**src/hw/rtl/ktqs_pkg.sv**
```systemverilog
package ktqs_pkg;

    typedef enum logic [4:0] {
        S_LOAD,
        S_POP,
        S_POP_WAIT,
        S_M1_RD,
        S_M1_WAIT,
        S_M1_SW,
        S_M2_RD,
        S_M2_WAIT,
        S_M2_SW,
        S_M3_RD,
        S_M3_WAIT,
        S_M3_SW,
        S_M4_RD,
        S_M4_WAIT,
        S_M4_SW,
        S_PV_RD,
        S_PV_WAIT,
        S_PV_SW,
        S_PT_RD,
        S_PT_WAIT,
        S_PT_SW,
        S_FIN_RD,
        S_FIN_WAIT,
        S_FIN_SW,
        S_PUSH,
        S_EMIT_RD,
        S_EMIT
    } t_state;

    // pair selectors for the two memory read ports
    typedef enum logic [3:0] {
        SEL_LO_MID,
        SEL_LO_HI,
        SEL_MID_HI,
        SEL_MID_HM1,
        SEL_I_STORE,
        SEL_STORE_HI,
        SEL_EMIT
    } t_sel;

    typedef struct packed {
        logic   load;
        logic   clr_set;
        logic   init_sort;
        logic   pop_rd;
        logic   pop_take;
        logic   rd;
        t_sel   sel;
        logic   sw_if_less;
        logic   sw_always;
        logic   sw_if_le_pv;
        logic   take_pv;
        logic   i_init;
        logic   i_step;
        logic   push;
        logic   emit_init;
        logic   emit_rd;
        logic   emit_out;
    } t_cmd;

    typedef struct packed {
        logic   stack_empty;
        logic   range_ok;
        logic   i_done;
        logic   emit_last;
    } t_stat;

endpackage

```
**src/hw/rtl/ktqs_ctrl.sv**
```systemverilog
module ktqs_ctrl
    import ktqs_pkg::*;
(
    input  logic   i_clk,
    input  logic   i_rst_n,
    input  logic   i_go,
    input  logic   i_last,
    input  t_stat  i_stat,
    output t_cmd   o_cmd,
    output logic   o_busy
);

    t_state r_state, n_state;

    always_ff @(posedge i_clk) begin
        if (!i_rst_n) r_state <= S_LOAD;
        else          r_state <= n_state;
    end

    always_comb begin
        n_state = r_state;
        case (r_state)
            S_LOAD:     if (i_go && i_last) n_state = S_POP;
            S_POP:      n_state = i_stat.stack_empty ? S_EMIT_RD : S_POP_WAIT;
            S_POP_WAIT: n_state = i_stat.range_ok ? S_M1_RD : S_POP;
            S_M1_RD:    n_state = S_M1_WAIT;
            S_M1_WAIT:  n_state = S_M1_SW;
            S_M1_SW:    n_state = S_M2_RD;
            S_M2_RD:    n_state = S_M2_WAIT;
            S_M2_WAIT:  n_state = S_M2_SW;
            S_M2_SW:    n_state = S_M3_RD;
            S_M3_RD:    n_state = S_M3_WAIT;
            S_M3_WAIT:  n_state = S_M3_SW;
            S_M3_SW:    n_state = S_M4_RD;
            S_M4_RD:    n_state = S_M4_WAIT;
            S_M4_WAIT:  n_state = S_M4_SW;
            S_M4_SW:    n_state = S_PV_RD;
            S_PV_RD:    n_state = S_PV_WAIT;
            S_PV_WAIT:  n_state = S_PV_SW;
            S_PV_SW:    n_state = S_PT_RD;
            S_PT_RD:    n_state = i_stat.i_done ? S_FIN_RD : S_PT_WAIT;
            S_PT_WAIT:  n_state = S_PT_SW;
            S_PT_SW:    n_state = S_PT_RD;
            S_FIN_RD:   n_state = S_FIN_WAIT;
            S_FIN_WAIT: n_state = S_FIN_SW;
            S_FIN_SW:   n_state = S_PUSH;
            S_PUSH:     n_state = S_POP;
            S_EMIT_RD:  n_state = S_EMIT;
            S_EMIT:     n_state = i_stat.emit_last ? S_LOAD : S_EMIT_RD;
            default:    n_state = S_LOAD;
        endcase
    end

    always_comb begin
        o_cmd  = '0;
        o_busy = 1'b1;
        case (r_state)
            S_LOAD: begin
                o_busy        = 1'b0;
                o_cmd.load    = i_go;
                o_cmd.init_sort = i_go && i_last;
            end
            S_POP:      o_cmd.pop_rd   = 1'b1;
            S_POP_WAIT: o_cmd.pop_take = 1'b1;
            S_M1_RD:    begin o_cmd.rd = 1'b1; o_cmd.sel = SEL_LO_MID; end
            S_M1_SW:    begin o_cmd.sel = SEL_LO_MID;  o_cmd.sw_if_less = 1'b1; end
            S_M2_RD:    begin o_cmd.rd = 1'b1; o_cmd.sel = SEL_LO_HI; end
            S_M2_SW:    begin o_cmd.sel = SEL_LO_HI;   o_cmd.sw_if_less = 1'b1; end
            S_M3_RD:    begin o_cmd.rd = 1'b1; o_cmd.sel = SEL_MID_HI; end
            S_M3_SW:    begin o_cmd.sel = SEL_MID_HI;  o_cmd.sw_if_less = 1'b1; end
            S_M4_RD:    begin o_cmd.rd = 1'b1; o_cmd.sel = SEL_MID_HM1; end
            S_M4_SW:    begin o_cmd.sel = SEL_MID_HM1; o_cmd.sw_always = 1'b1; end
            S_PV_RD:    begin o_cmd.rd = 1'b1; o_cmd.sel = SEL_MID_HI; end
            S_PV_SW: begin
                o_cmd.sel       = SEL_MID_HI;
                o_cmd.sw_always = 1'b1;
                o_cmd.take_pv   = 1'b1;
                o_cmd.i_init    = 1'b1;
            end
            S_PT_RD:    begin o_cmd.rd = !i_stat.i_done; o_cmd.sel = SEL_I_STORE; end
            S_PT_SW: begin
                o_cmd.sel         = SEL_I_STORE;
                o_cmd.sw_if_le_pv = 1'b1;
                o_cmd.i_step      = 1'b1;
            end
            S_FIN_RD:   begin o_cmd.rd = 1'b1; o_cmd.sel = SEL_STORE_HI; end
            S_FIN_SW:   begin o_cmd.sel = SEL_STORE_HI; o_cmd.sw_always = 1'b1; end
            S_PUSH:     o_cmd.push = 1'b1;
            S_EMIT_RD: begin
                o_cmd.sel     = SEL_EMIT;
                o_cmd.emit_rd = 1'b1;
            end
            S_EMIT: begin
                o_cmd.sel      = SEL_EMIT;
                o_cmd.emit_out = 1'b1;
                o_cmd.clr_set  = i_stat.emit_last;
            end
            default: ;
        endcase
        if (r_state == S_POP && i_stat.stack_empty) o_cmd.emit_init = 1'b1;
    end

endmodule

```
**config.mk**
```make
export PLATFORM = sky130hd
export DESIGN_NAME = ktqs_ctrl
export DESIGN_NICKNAME = d
export VERILOG_FILES = /design/src/hw/rtl/ktqs_pkg.sv /design/src/hw/rtl/ktqs_ctrl.sv
export SDC_FILE = /design/constraint.sdc
export NUM_CORES = 1
export LEC_CHECK = 0
export BUFFER_PORTS_ARGS = -buffer_cell sky130_fd_sc_hd__buf_2
export CAP_MARGIN = 20
export CORE_MARGIN = 3
export CORE_UTILIZATION = 52
export DETAILED_ROUTE_END_ITERATION = 10
export PLACE_DENSITY = 0.9
export SLEW_MARGIN = 25
export SYNTH_ARGS = -nofsm -noshare
export SYNTH_HDL_FRONTEND = slang
export SYNTH_SLANG_ARGS = --single-unit
```
**constraint.sdc**
```tcl
create_clock -name i_clk -period 4.2 [get_ports i_clk]
set_input_delay 0.63 -clock i_clk [delete_from_list [all_inputs] [get_ports i_clk]]
set_output_delay 0.63 -clock i_clk [all_outputs]
set_load 0.03 [all_outputs]
```
# --- Word level (Yosys, flattened, before mapping) ---
# Index checks and enable logic that the tools add are counted.
word_totals:
  register_bits: 5
  in_bits: 8
  out_inout_bits: 21
  elab_cells: 64
op_classes:
  eq_ne: 27
  mux: 22
  reduce_logical: 14
op_table:
  columns: ["cell", "count"]
  rows:
  - ["5-bit one-hot mux with 26 select lines", 1]
  - ["5-bit equality test (second input constant)", 11]
  - ["5-bit by 4-bit equality test with 1-bit output (second input constant)", 8]
  - ["5-bit by 3-bit equality test with 1-bit output (second input constant)", 4]
  - ["3-bit one-hot mux with 6 select lines", 1]
  - ["5-bit 2-to-1 mux", 3]
  - ["1-bit 2-to-1 mux", 13]
  - ["2-bit OR reduction", 6]
  - ["5-bit by 2-bit equality test with 1-bit output (second input constant)", 2]
  - ["3-bit OR reduction", 2]
  - ["6-bit OR reduction", 1]
  - ["5-bit by 1-bit equality test with 1-bit output (second input constant)", 1]
  - ["5-bit zero test", 1]
  - ["2-bit 2-to-1 mux", 2]
  - ["4-bit OR reduction", 1]
  - ["3-bit 2-to-1 mux", 1]
  - ["1-bit logical AND", 2]
  - ["2-bit != test (second input constant)", 1]
  - ["1-bit one-hot mux with 2 select lines", 1]
  - ["1-bit zero test", 1]

# --- Depth between registers and ports, before layout ---
# Gate-level depths: netlist of the first run.
logic_depth:
  ltp_word: 3
  depth_mapped: 7
  mapped_depth_nobuf: 4

# --- Worst setup path after synthesis of the first run ---
# OpenSTA, ideal clock, no wires.
synth_path:
  path_kind: "reg2out"
  startpoint: "register r_state[2]"
  endpoint: "output port o_cmd[6] (netlist name)"
  arrival_ns: 2.108
  required_time_ns: 3.570
  path_slack_ns: 1.462
  stages_incl_launch_ff: 6
  path_buffers: 4
  cell_sequence: "dfxtp_1 > buf_6 > buf_6 > buf_2 > nor4_1 > buf_4"
synth_lines:
  columns: ["element", "line_no", "rtl"]
  rows:
  - ["from (decl)", "ktqs_ctrl.sv:13", "t_state r_state, n_state;"]
  - ["from (signal assigned)", "ktqs_ctrl.sv:17", "else r_state <= n_state;"]
  - ["to (decl)", "ktqs_ctrl.sv:9", "output t_cmd o_cmd,"]

==> results of run 1 <==
-- how the worst max path moves through the flow --
stage	startpoint	to	cells past startpoint
after floorplan	r_state[2]	o_cmd[6]	5
after global placement	r_state[1]	o_cmd[14]	6
after detailed placement	r_state[1]	o_cmd[14]	6
after CTS	r_state[1]	o_cmd[14]	6
after global routing	r_state[3]	o_cmd[12]	5
final	r_state[1]	o_cmd[14]	6
-- stage by stage --
stage               setup slack (ns)  instance area, sq um  instances  power (mW)  hold slack [ns]
finish                         1.418                 897.1        151      0.6067           0.7019
global route                   1.206                 897.1        151      0.6536           0.7145
CTS                            1.419                 897.1        151      0.6042           0.6968
detailed placement             1.700                 870.8        147      0.5434           0.8528
global placement               1.796                 870.8        147      0.5298           0.8475
floorplan                      1.462                 827.0        121      0.4802           0.5665
-- area by class of cell --
cell class,instances,share of cell area (%)
clock buffer,4,2.929
inverter,5,2.092
multi-input combinational,94,65.83
sequential,5,11.16
tap,15,2.092
timing repair buffer,28,15.90
-- cells in the final DEF, fill, tap and decap left out, types with 2 or more instances in the layout --
cell	n
a41o_1	2
nor4_1	2
o21ai_0	7
a311oi_1	2
and3_1	2
o21ai_1	2
clkbuf_4	3
o21a_1	2
nand2_1	9
nor2_1	10
a21oi_1	5
inv_1	3
a221oi_1	3
mux2i_1	2
and2_1	3
dfxtp_1	5
nand2b_1	5
inv_2	2
buf_2	27
a31oi_1	3
a21o_1	2
nand3_1	2
nor3_1	8
a21boi_0	2
-- kinds of logic (layout without fill, tap and decap cells) --
family / count (synthesis) / in the layout
DFF: 5 / 5
and+or+nand+nor: 52 / 52
other: 1 / 1
muxes: 2 / 2
AOI/OAI and AO/OA: 37 / 37
xor gates and xnor gates: 2 / 2
buffers and inverters: 22 / 37
-- per-layer routing --
layer	global-route usage [%]	wire length, um
met1	27.15	875
met2	37.91	1190
met4	6.818	41
met3	6.324	169
met5	0	0
-- critical path, delay by kind of cell, from the launching register on --
kind | cells | cell delay, ns
simple gates | 1 | 0.43
compound gates | 3 | 0.33
flops | 1 | 0.64
buf+inv | 2 | 0.49
-- report_power, final --
part / total [mW] / internal [mW] / switching [mW]
combinational: 0.390 / 0.147 / 0.243
sequential: 0.158 / 0.0624 / 0.0961
clock: 0.0581 / 0.0361 / 0.0221
==> results by group, run 1 <==
Die
  • Die H: 45.88 um
  • Starting Density: 59.12%
  • Core area: 1399 sq um
  • Site Rows: 13
  • Die X: 45.88 um
  • IO Count: 29
  • Die area: 2105 sq um

CTS
  • Clock Path Buffers: 2
  • CTS Buf Count: 3
  • CTS tree: yes
  • Post-CTS Resized: 0
  • CTS sink cnt: 5
  • Worst skew pair latency: 0.25 ns
  • Hold Buf Count CTS: 0
  • H-tree depth: 1
  • Setup Fix Bufs, Post-CTS: 0
  • Worst-path clk slew: 0.05 ns
  • CTS Root Cell: clkbuf_4

Place
  • RD Place Congestion: 0.8235
  • Hpwl dp: 1557 um
  • Port bufs: 27

Flow run
  • Max-cap violations: 0

Pwr
  • Peak VDD IR: 0.0003266 V
  • Cell Pwr Density: 676.2 nW/um^2
  • LEAKAGE: 0.3996 nW

Synth
  • Syn. warnings: 0
  • Mapped Cells: 121
  • EDFF count, synth: 0
  • Simple-gate portion of the synthesized area: 34.95%
  • Sequential-to-total area share from yosys stat: 12.10%
  • Top cells by area, synth: dfxtp_1 (12%), buf_4 (5.4%), nor3_1 (4.8%)
  • Avg Inst Size Synth: 6.835 sq um
  • Ys async rst share: 0%
  • Count leader, synth: nor2_1
  • Largest area contributor in the netlist: dfxtp_1
  • Largest family of logic cells by synthesized area: simple AND/OR/NAND/NOR gates
  • Yosys cell types: 47
  • Post-synthesis mux area share: 2.421%
  • Syn Std Cell Area: 827.0 sq um
  • Flops & latches, synth: 5
  • Synth top area share: 12.10%
  • Most frequent cells after synthesis: nor2_1 (10), nand2_1 (9), nor3_1 (8)
  • Most common flop cell mapped by yosys: dfxtp_1
  • Synth Net Count: 129
  • Synth Area in XOR/XNOR: 2.118%
  • Compound-Gate Fraction of Synth Area: 31.47%
  • Adder-cell area share of the yosys netlist: 0%

Run status
  • Outcome: complete, no violations

Worst hold path
  • Worst Hold Class: input port to register
  • Worst Hold End: r_state[3]
  • Hold depth: 3
  • Hold Startpoint: i_rst_n

Setup path
  • Crit-path cells: buf_4, or4b_1, o21ai_1, a21oi_1, o21ai_2, buf_2
  • FF-to-FF End: r_state[1]
  • Reg2reg path depth: 4
  • Setup crit end kind: output pin
  • Worst Path Max Fanout: 16
  • Worst setup SP type: register
  • WS Path Type: register to output pin
  • Crit path DAT: 2.15 ns
  • Critical Path RT: 3.57 ns
  • Slowest-stage cell, CP: dfxtp_1
  • R2r setup slk: 2.28 ns
  • RR Startpoint: r_state[2]
  • Crit path largest cell delay: 0.64 ns

Route
  • Routed vias/inst: 6.642
  • Drt drc: 0
  • DR vias: 1003
  • Final WL: 2277 um
  • Iteration-0 DRC Markers: 59
  • DRT antenna net count: 0
  • DRT Pass-1 Iters: 4
  • WL per Instance: 15.08 um

STA
  • Unrepaired setup endpoints after global routing: false
  • Final Slew Violations: 0
  • Min Tclk post-route: 2.782 ns
  • TNS Setup: 0 ns
  • Relative slew slack: 38.47%
  • Skew final: 0.007972 ns
  • Fin. Hold Viols: 0
  • Crit share post-route: 66.23%
  • Slew @ Worst Pin: 0.9217 ns
  • Endpoints failing setup: 0
  • Fmax achieved: 359.5 MHz

Final layout
  • Largest regs: r_state (5)
  • Max FFs per register: 5
  • Biggest register: r_state
  • Nets: 145
  • Sequential cell area: 100.1 sq um
  • Final core utilization: 64.13%
  • Layout cell share with drive strength beyond 1: 26.47%
  • Diode count: 0
  • Layout area overhead: 8.472%
  • Fill cell count: 135
  • Multi-input logic area: 590.6 sq um

GRT
  • Number of global-route vias before repair: 823
  • Largest net degree at the start of global routing: 31
  • GRT overflow: 0
  • First-pass GRT wire length: 3532 um
  • All-Layer GR Usage: 22.48%
  • Initial antenna violation count: 0
Power figures use the tool's default switching activity.
==> run 2, diff against run 1 <==
ABC_AREA = 1   (was default)
CORE_UTILIZATION = 43   (was 52)
PLACE_DENSITY = 0.82   (was 0.9)
clock period = 2.3 ns   (was 4.2 ns; I/O delays follow)
==> run 2 against run 1 <==
Effect of this change: hold slack got worse by 0.39 ns; total power increased by 33%; routed wire length decreased by 2.9%; die area increased by 7.2%; critical path type unchanged; worst setup slack got worse by 1.3 ns; critical path depth increased by 2; clock power increased by 71%; combinational power increased by 40%; sequential share of layout area increased by 0.25 points.
==> results by group, run 2 <==
Setup path
  • WP buf/inv: 3 (was 2)
  • RR Startpoint: r_state[2] (unchanged)
  • Setup crit end kind: output pin (unchanged)
  • Crit path largest cell delay: 0.53 ns (was 0.64 ns)
  • CP delay by family, top: simple AND/OR/NAND/NOR gates (was flip-flops)
  • Slowest-stage cell, CP: dfxtp_1 (unchanged)
  • Critical Path RT: 1.96 ns (was 3.57 ns)
  • Setup crit start: r_state[2] (was r_state[1])
  • Worst setup SP type: register (unchanged)
  • Crit path DAT: 1.80 ns (was 2.15 ns)
  • Crit-path cells: inv_1, nand2_1, nor2_2, nand2_1, inv_1, nor3_1, nand3_1, buf_2 (was buf_4, or4b_1, o21ai_1, a21oi_1, o21ai_2, buf_2)
  • Worst Path Max Fanout: 8 (was 16)
  • WS Path Type: register to output pin (unchanged)

Synth
  • Most common flop cell mapped by yosys: dfxtp_1 (unchanged)
  • Synth top area share: 17.23% (was 12.10%)
  • Count leader, synth: nor2_1 (unchanged)
  • Avg Inst Size Synth: 5.005 sq um (was 6.835 sq um)
  • Mapped Cells: 148 (was 121)
  • Largest area contributor in the netlist: nor2_1 (was dfxtp_1)
  • Ys async rst share: 0% (unchanged)
  • Top cells by area, synth: nor2_1 (17%), nand2_1 (16%), dfxtp_1 (14%) (was dfxtp_1 (12%), buf_4 (5.4%), nor3_1 (4.8%))
  • Sequential-to-total area share from yosys stat: 13.51% (was 12.10%)
  • Most frequent cells after synthesis: nor2_1 (34), nand2_1 (31), inv_1 (21) (was nor2_1 (10), nand2_1 (9), nor3_1 (8))
  • Syn. warnings: 0 (unchanged)
  • EDFF count, synth: 0 (unchanged)
  • Synth Net Count: 156 (was 129)
  • Yosys cell types: 18 (was 47)
  • Flops & latches, synth: 5 (unchanged)
  • Syn Std Cell Area: 740.7 sq um (was 827.0 sq um)

Pwr
  • Peak VDD IR: 0.0008109 V (was 0.0003266 V)
  • Pwr Total: 807.5 uW (was 606.7 uW)
  • Cell Pwr Density: 920.6 nW/um^2 (was 676.2 nW/um^2)
  • LEAKAGE: 0.5994 nW (was 0.3996 nW)

Place
  • RD Place Congestion: 1.014 (was 0.8235)
  • Hpwl dp: 1830 um (was 1557 um)
  • Port bufs: 27 (unchanged)
  • Dpl ws: 0.4275 ns (was 1.700 ns)

GRT
  • Initial antenna violation count: 0 (unchanged)
  • GRT overflow: 0 (unchanged)
  • Number of global-route vias before repair: 849 (was 823)
  • All-Layer GR Usage: 21.37% (was 22.48%)
  • First-pass GRT wire length: 3484 um (was 3532 um)
  • Largest net degree at the start of global routing: 18 (was 31)

Final layout
  • Fill cell count: 162 (was 135)
  • Multi-input logic area: 505.5 sq um (was 590.6 sq um)
  • Layout cell share with drive strength beyond 1: 22.67% (was 26.47%)
  • Sequential cell area: 100.1 sq um (unchanged)
  • Biggest register: r_state (unchanged)
  • Max FFs per register: 5 (unchanged)
  • Nets: 181 (was 145)
  • Largest regs: r_state (5) (unchanged)
  • Commonest non-fill, non-tap cell in the layout: nor2_1 (was buf_2)
  • Layout area overhead: 18.41% (was 8.472%)
  • Diode count: 0 (unchanged)
  • Most frequent cells in the layout: nor2_1 (34), nand2_1 (31), buf_2 (27), inv_1 (21), nand3_1 (19) (was buf_2 (27), nor2_1 (10), nand2_1 (9), nor3_1 (8), o21ai_0 (7))

STA
  • Fin. Hold Viols: 0 (unchanged)
  • TNS Setup: 0 ns (unchanged)
  • Fmax achieved: 467.1 MHz
  • Endpoints failing setup: 0 (unchanged)
  • Unrepaired setup endpoints after global routing: false (unchanged)
  • Final Slew Violations: 0 (unchanged)
  • Skew final: 0.006133 ns (was 0.007972 ns)
  • Min Tclk post-route: 2.141 ns
  • Final worst slack: 0.1590 ns (was 1.418 ns)
  • Crit share post-route: 93.09%

Route
  • Final WL: 2211 um (was 2277 um)
  • Drt drc: 0 (unchanged)
  • WL per Instance: 11.76 um (was 15.08 um)
  • Routed vias/inst: 5.479 (was 6.642)
  • DRT antenna net count: 0 (unchanged)
  • DRT Pass-1 Iters: 4 (unchanged)
  • DR vias: 1030 (was 1003)
  • Iteration-0 DRC Markers: 80 (was 59)

Run status
  • Outcome: complete, no violations (unchanged)

Die
  • Starting Density: 47.51% (was 59.12%)
  • Die X: 47.51 um (was 45.88 um)
  • Die area: 2257 sq um (was 2105 sq um)
  • Die H: 47.51 um (was 45.88 um)
  • Site Rows: 14 (was 13)
  • IO Count: 29 (unchanged)
  • Core area: 1559 sq um (was 1399 sq um)

CTS
  • Worst-path clk slew: 0.05 ns (about the same)
  • Worst skew pair latency: 0.24 ns (was 0.25 ns)
  • H-tree depth: 1 (unchanged)
  • Hold Buf Count CTS: 0 (unchanged)
  • Setup Fix Bufs, Post-CTS: 0 (unchanged)
  • Clock Path Buffers: 2 (unchanged)
  • Post-CTS Resized: 0 (unchanged)
  • CTS tree: yes (unchanged)
  • CTS Buf Count: 3 (unchanged)
  • CTS Root Cell: clkbuf_4 (unchanged)
  • CTS sink cnt: 5 (unchanged)

Worst hold path
  • Worst Hold Class: input port to register (unchanged)
  • Hold Startpoint: i_rst_n (unchanged)

Flow run
  • Max-cap violations: 0 (unchanged)
[run 2: metal layers]
metal	wire, um	up-vias	global-route usage, %
li1	-	513	-
met1	895	434	29.18
met5	0	-	0
met3	251	10	4.135
met4	74	0	11.05
met2	989	73	31.55
[run 2: cells by family after synthesis]
group / synth area share (%)
simple gates: 62.67
buf+inv: 18.24
compound gates: 5.067
flops: 13.51
other cells: 0.5063
[run 2: per-stage QoR]
stage | hold slack, ns | instance area [sq um] | instances | utilization, %
after global placement | 0.5436 | 850.8 | 184 | 54.57
after global routing | 0.3148 | 877.1 | 188 | 56.26
after detailed placement | 0.5640 | 850.8 | 184 | 54.57
after CTS | 0.3009 | 877.1 | 188 | 56.26
after floorplan | 0.4426 | 740.7 | 148 | -
final | 0.3079 | 877.1 | 188 | 56.26
[run 2: tightest hold or removal path: cells and delay by family]
| kind | cells | cell delay [ns] |
|---|---|---|
| buffers and inverters | 2 | 0.13 |
| and+or+nand+nor | 1 | 0.05 |
[run 2: final timing paths]
kind / to / cells past startpoint / slack [ns]
worst max register to register: r_state[4] / 9 / 0.67
worst max-delay path: o_cmd[11] / 8 / 0.16
worst min register to register: r_state[2] / 5 / 0.77
worst min-delay path: r_state[2] / 3 / 0.31
[run 2: where the power goes]
group	internal [mW]	leakage [nW]	switching, mW
clock	0.0655	0.0150	0.0341
sequential	0.110	0.0408	0.0511
combinational	0.155	0.544	0.392
[run 2: cell type report]
| cell class | count | area share [%] |
|---|---|---|
| tap | 16 | 2.282 |
| sequential | 5 | 11.41 |
| multi-input combinational | 112 | 57.63 |
| inverter | 24 | 10.27 |
| timing repair buffer | 27 | 15.41 |
| clock buffer | 4 | 2.996 |
